===== src/rtl/oriented_face_cancel_table_macros.svh =====
// Assertion macros for the oriented face cancel table.
// Included by the top level; depends on nothing else.
`ifndef ORIENTED_FACE_CANCEL_TABLE_MACROS_SVH
`define ORIENTED_FACE_CANCEL_TABLE_MACROS_SVH

// Same-cycle implication, disabled during reset.
`define OFCT_ASSERT_IMP(lbl, clk, rst, ante, cons, msg) \
   lbl: assert property (@(posedge clk) disable iff (rst) (ante) |-> (cons)) else $error(msg);

// Next-cycle implication, disabled during reset.
`define OFCT_ASSERT_NXT(lbl, clk, rst, ante, cons, msg) \
   lbl: assert property (@(posedge clk) disable iff (rst) (ante) |=> (cons)) else $error(msg);

`endif


===== src/rtl/ofct_ram.sv =====
// Generic simple dual-port RAM with one write port and one registered read port.
// Depends on nothing.
module ofct_ram #(
   parameter int WIDTH = 8,
   parameter int DEPTH = 256
) (
   input  logic                     clock,
   input  logic                     wr_en,
   input  logic [$clog2(DEPTH)-1:0] wr_addr,
   input  logic [WIDTH-1:0]         wr_data,
   input  logic                     rd_en,
   input  logic [$clog2(DEPTH)-1:0] rd_addr,
   output logic [WIDTH-1:0]         rd_data
);

   logic [WIDTH-1:0] mem [DEPTH];
   logic [WIDTH-1:0] rd_data_ff;

   always_ff @(posedge clock) begin
      if (wr_en) begin
         mem[wr_addr] <= wr_data;
      end
      if (rd_en) begin
         rd_data_ff <= mem[rd_addr];
      end
   end

   assign rd_data = rd_data_ff;

endmodule


===== config.mk =====
export PLATFORM = sky130hd
export DESIGN_NAME = ofct_ram
export DESIGN_NICKNAME = d
export VERILOG_FILES = /design/src/rtl/oriented_face_cancel_table_macros.svh /design/src/rtl/ofct_ram.sv
export SDC_FILE = /design/constraint.sdc
export NUM_CORES = 2
export LEC_CHECK = 0
export BUFFER_PORTS_ARGS = -buffer_cell sky130_fd_sc_hd__buf_2
export CAP_MARGIN = 20
export CORE_MARGIN = 1.5
export CORE_UTILIZATION = 56
export CTS_CLUSTER_SIZE = 10
export DETAILED_ROUTE_END_ITERATION = 10
export PLACE_DENSITY = 0.72
export SYNTH_ARGS = -nofsm -noshare
export SYNTH_HDL_FRONTEND = slang
export SYNTH_SLANG_ARGS = --single-unit

===== constraint.sdc =====
create_clock -name clock -period 3.7 [get_ports clock]
set_clock_uncertainty 0.1 [all_clocks]
set_input_delay 0 -clock clock [delete_from_list [all_inputs] [get_ports clock]]
set_output_delay 0 -clock clock [all_outputs]
set_load 0.02 [all_outputs]

# Word-level counts from Yosys, hierarchy flattened
# Memory sizes are Yosys's and may differ from the RTL's. A register that Yosys moved wholly into a read port is not among the register bits.
# Cells that the tools add are included.
[word_totals]
output_inout_bits = 8
n_memories = 1
regBits = 0
mem_bits_rw = 2048
wordCells = 3
[classes]
n_mux = 2
[mem_list]
columns = ["name", "depth", "width", "rd", "rd_clocked_by_memory_dff", "write_ports", "line", "rtl"]
rows = [
  ["mem", 256, 8, 1, 1, 1, "ofct_ram.sv:16", "logic [WIDTH-1:0] mem [DEPTH];"],
]
[op_table]
columns = ["cell", "n"]
rows = [
  ["2-to-1 mux 1 bit", 2],
]

# Longest topological paths before layout
[depth]
word_depth = 2
mapped_depth = 11
ltp_nobuf = 6

# Worst setup path before layout
# Ideal clock, no wire load.
[synth_path]
path_kind = "input to register"
from = "input rd_addr[0]"
to = "register rd_data_ff[2], in the netlist rd_data[2] (read register of mem) (data pin)"
path_stages = 9
arrival_time_ps = 1807
setup_ps = 269
path_slack_ps = 1524
required_time_ps = 3331
path_cell_list = "buf_6 > buf_12 > buf_8 > buf_2 > mux4_2 > a22oi_1 > a21oi_1 > nor4_1 > nor4_2"
[synth_rtl]
columns = ["item", "line", "rtl"]
rows = [
  ["start, declared", "ofct_ram.sv:12", "input logic [$clog2(DEPTH)-1:0] rd_addr,"],
  ["end, declared", "ofct_ram.sv:17", "logic [WIDTH-1:0] rd_data_ff;"],
]

==> reports/results.tsv <==
metric	value	unit
FILL cells	9227	
post-synthesis net count	3760	
Worst-Margin Slew	1140	ps
dpl cells	5633	
routability congestion estimate from global placement	0.866	
sequential fraction of design power	54.2	%
synth unique cells	54	
CTS Buf Count	226	
Worst Hold Class	in -> reg	
power per standard cell area	533	nW/um^2
Largest stage delay, worst path	590	ps
setup repair after global routing missed its margin	no	
placed wire-length estimate	119000	um
Bufs on Longest Clock Path	3	
largest net degree at the start of global routing	159	
flop and latch count out of synthesis	2056	
buffers and inverters on the worst path	1	
post-synthesis instance area	79600	sq um
worst slack on hold paths	68.9	ps
CP Launch Type	flip-flop	
width of the die	380	um
buffer type at the clock tree root	sky130_fd_sc_hd__clkbuf_16	
Primary FF master, synth	sky130_fd_sc_hd__edfxtp_1	
share of flip-flops with an asynchronous set or reset	0	%
kind of capture point of the worst setup path	flip-flop	
critical path peak fanout	1	
count of mapped cells out of synthesis	3733	
outcome	complete, no violations	
number of endpoints with negative hold slack in the final report	0	
kind of cell adding the most delay to the critical path	compound AO/OA/AOI/OAI gates	
Post-synth EDFFs	2056	
Final Max Slew Viols	0	
number of search-and-repair iterations in the first detailed-routing pass	6	
CTS tree	done	
largest cells by area after synthesis	sky130_fd_sc_hd__edfxtp_1 (78%), sky130_fd_sc_hd__mux4_2 (13%), sky130_fd_sc_hd__mux2i_1 (1.7%), sky130_fd_sc_hd__nor2_1 (1.3%), sky130_fd_sc_hd__a22oi_1 (1.3%)	
worst slew margin relative to its limit	23.0	%
combinational share of power	5.0	%
iteration-0 DRC count of the detailed router	5243	
reported leakage power	27.7	nW
post-route DRC violation count	0	
Vias/cell	6.70	
Setup Total Neg Slack	0	ps
number of non-filler instances in the completed layout	5917	
Final min period	2910	ps
total net switching power	10.1	mW
clock latency at the later pin of the worst-skew pair	870	ps
setup violation total in the final timing report	0	
Yosys warnings	0	
Antenna Nets Post-Route	0	
remaining global-route overflow	0	
Max Cap Viol	0	
dominant cell type by area after synthesis	sky130_fd_sc_hd__edfxtp_1	
share of the synthesized area in the top cell type	77.5	%
number of standard-cell rows in the floorplan	138	
vias after detailed routing	39636	
Post-CTS Resized	0	
Sink Count	2056	
first-pass GRT wire length	278000	um
number of nets in the final layout	4018	
CP Data Arrival Time	3380	ps
internal portion of total power	37.5	mW
Setup Fix Bufs, Post-CTS	0	
vias in the first global route	40025	
combined global-route utilization of all metal layers	26.8	%
fraction of the core area covered by cells at the end of the flow	63.1	%
CTS H-Tree Depth	4	
Clk pwr share	40.9	%
library cell contributing the largest single delay on the critical path	sky130_fd_sc_hd__a221oi_1	
ordered list of cells on the worst path	mux4_2, a22o_1, a221oi_1, buf_4, o32ai_1, nor3_1, nor4_1	
post-cts hold buffer count	20	
sequential fraction of the synthesis area	77.5	%
final worst path period share	78.6	%
WL per Instance	32.4	um
Floorplan Core Area	141000	sq um
IR drop worst, VDD	0.404	mV
switching share of power	21.2	%
required time of the critical path	4170	ps
area overhead of the layout relative to synthesis	12.0	%
total of buffers placed on input and output ports	34	
boundary pin count	35	
average footprint of a synthesized cell	21.3	sq um
Die Y-Extent	380	um
clk slew on worst S/H paths	60	ps
Routed WL	192000	um
layout cell share with drive strength beyond 1	23.9	%
Die Area	144000	sq um
antenna violations before repair	10	
Initial Utilization	56.3	%
Critical Setup Path Class	reg -> reg	
Fmax	344	MHz
## path summary, 6_finish.rpt
path                                    to  depth (start not counted)  startpoint  slack (ps)
worst max-delay path            rd_data[3]                          7  mem[82][3]         790
worst min-delay path            rd_data[6]                          5  rd_addr[5]          70
worst max register to register  rd_data[3]                          7  mem[82][3]         790
worst min register to register  rd_data[6]                          5  mem[46][6]        1020
## stage by stage
step | setup slack (ps) | area (sq um) | total power, mW
after global routing | 722 | 89200 | 48.7
after global placement | 185 | 82800 | 28.5
after CTS | 786 | 89200 | 47.8
after detailed placement | 129 | 82800 | 28.5
after floorplan | 1520 | 79600 | 27.5
final | 791 | 89200 | 47.6
## cell type report
cell class / instances / area, sq um / area share, %
clock inverter: 23 / 469 / 0.526
sequential: 2056 / 61700 / 69.2
timing repair buffer: 263 / 2400 / 2.69
antenna: 5 / 12.5 / 0.0140
clock buffer: 236 / 5690 / 6.38
multi-input combinational: 1442 / 16500 / 18.5
inverter: 2 / 7.51 / 0.00842
tap: 1890 / 2360 / 2.65
## flip-flops by register name (all words and copies together), names as in the netlist
register,count
rd_data,8
mem,2048
## worst reg2reg max path, cell delays in order (launching register included)
cell                       delay, ps
sky130_fd_sc_hd__edfxtp_1        370
sky130_fd_sc_hd__mux4_2          480
sky130_fd_sc_hd__a22o_1          280
sky130_fd_sc_hd__a221oi_1        590
sky130_fd_sc_hd__buf_4           240
sky130_fd_sc_hd__o32ai_1         120
sky130_fd_sc_hd__nor3_1          350
sky130_fd_sc_hd__nor4_1          110
## power by group through the flow
stage	clock network, mW	registers, mW	logic [mW]
after floorplan	0	26.2	1.25
after global placement	0	26.2	2.28
after detailed placement	0	26.2	2.32
after CTS	19.7	25.7	2.35
after global routing	20.5	25.7	2.46
final	19.4	25.8	2.36
## placed cells by master, fill, tap and decap left out, drive strengths merged, types with 4 or more instances in the layout
cell type / instances
edfxtp: 2056
mux4: 456
nor2: 282
buf: 240
clkbuf: 239
mux2i: 134
a22oi: 133
a21oi: 96
o221ai: 47
nand3: 34
nand2: 33
nor2b: 31
o22ai: 28
nor4: 27
nor3: 22
clkinv: 21
dlygate4sd3: 20
a211oi: 16
a221oi: 14
o21ai: 12
nand4: 10
o211ai: 10
nand2b: 8
a22o: 8
and2: 6
diode: 5
o22a: 5
o32ai: 5
a2111oi: 5
or2: 4
## synthesized netlist by cell type, types with 3 or more instances
master	n
sky130_fd_sc_hd__o221ai_1	46
sky130_fd_sc_hd__nor3_1	22
sky130_fd_sc_hd__mux2i_1	134
sky130_fd_sc_hd__a211oi_1	16
sky130_fd_sc_hd__buf_8	13
sky130_fd_sc_hd__buf_6	21
sky130_fd_sc_hd__nand3_1	34
sky130_fd_sc_hd__a22oi_1	133
sky130_fd_sc_hd__nor4_2	3
sky130_fd_sc_hd__o22ai_1	28
sky130_fd_sc_hd__o211ai_1	10
sky130_fd_sc_hd__edfxtp_1	2056
sky130_fd_sc_hd__buf_12	8
sky130_fd_sc_hd__o22a_1	5
sky130_fd_sc_hd__buf_4	27
sky130_fd_sc_hd__nor4_1	24
sky130_fd_sc_hd__mux4_2	454
sky130_fd_sc_hd__buf_1	22
sky130_fd_sc_hd__a221oi_1	13
sky130_fd_sc_hd__a22o_1	8
sky130_fd_sc_hd__o32ai_1	4
sky130_fd_sc_hd__or2_2	4
sky130_fd_sc_hd__nor2_1	282
sky130_fd_sc_hd__nand2_1	33
sky130_fd_sc_hd__clkbuf_1	111
sky130_fd_sc_hd__buf_2	31
sky130_fd_sc_hd__o21ai_0	10
sky130_fd_sc_hd__a21oi_1	96
sky130_fd_sc_hd__and2_1	6
sky130_fd_sc_hd__nand2b_1	8
sky130_fd_sc_hd__nand4_1	10
sky130_fd_sc_hd__nor2b_1	31
## per-layer routing
layer | share of wire, % | vias to the layer above | wire length [um] | GRT usage [%]
li1 | - | 16090 | - | -
met1 | 38 | 20819 | 72500 | 37.8
met2 | 48 | 2313 | 91900 | 41.6
met3 | 10 | 402 | 20000 | 5.86
met4 | 3.8 | 12 | 7200 | 10.1
met5 | 0.047 | - | 91 | 0
## kinds of logic after synthesis
| kind of cell | count (synthesis) | synth area share (%) |
|---|---|---|
| AND/OR/NAND/NOR | 466 | 2.63 |
| multiplexers | 591 | 14.6 |
| AO/OA/AOI/OAI | 385 | 3.42 |
| flip-flops | 2056 | 77.5 |
| buffers and inverters | 235 | 1.83 |
Power figures use the tool's default switching activity.
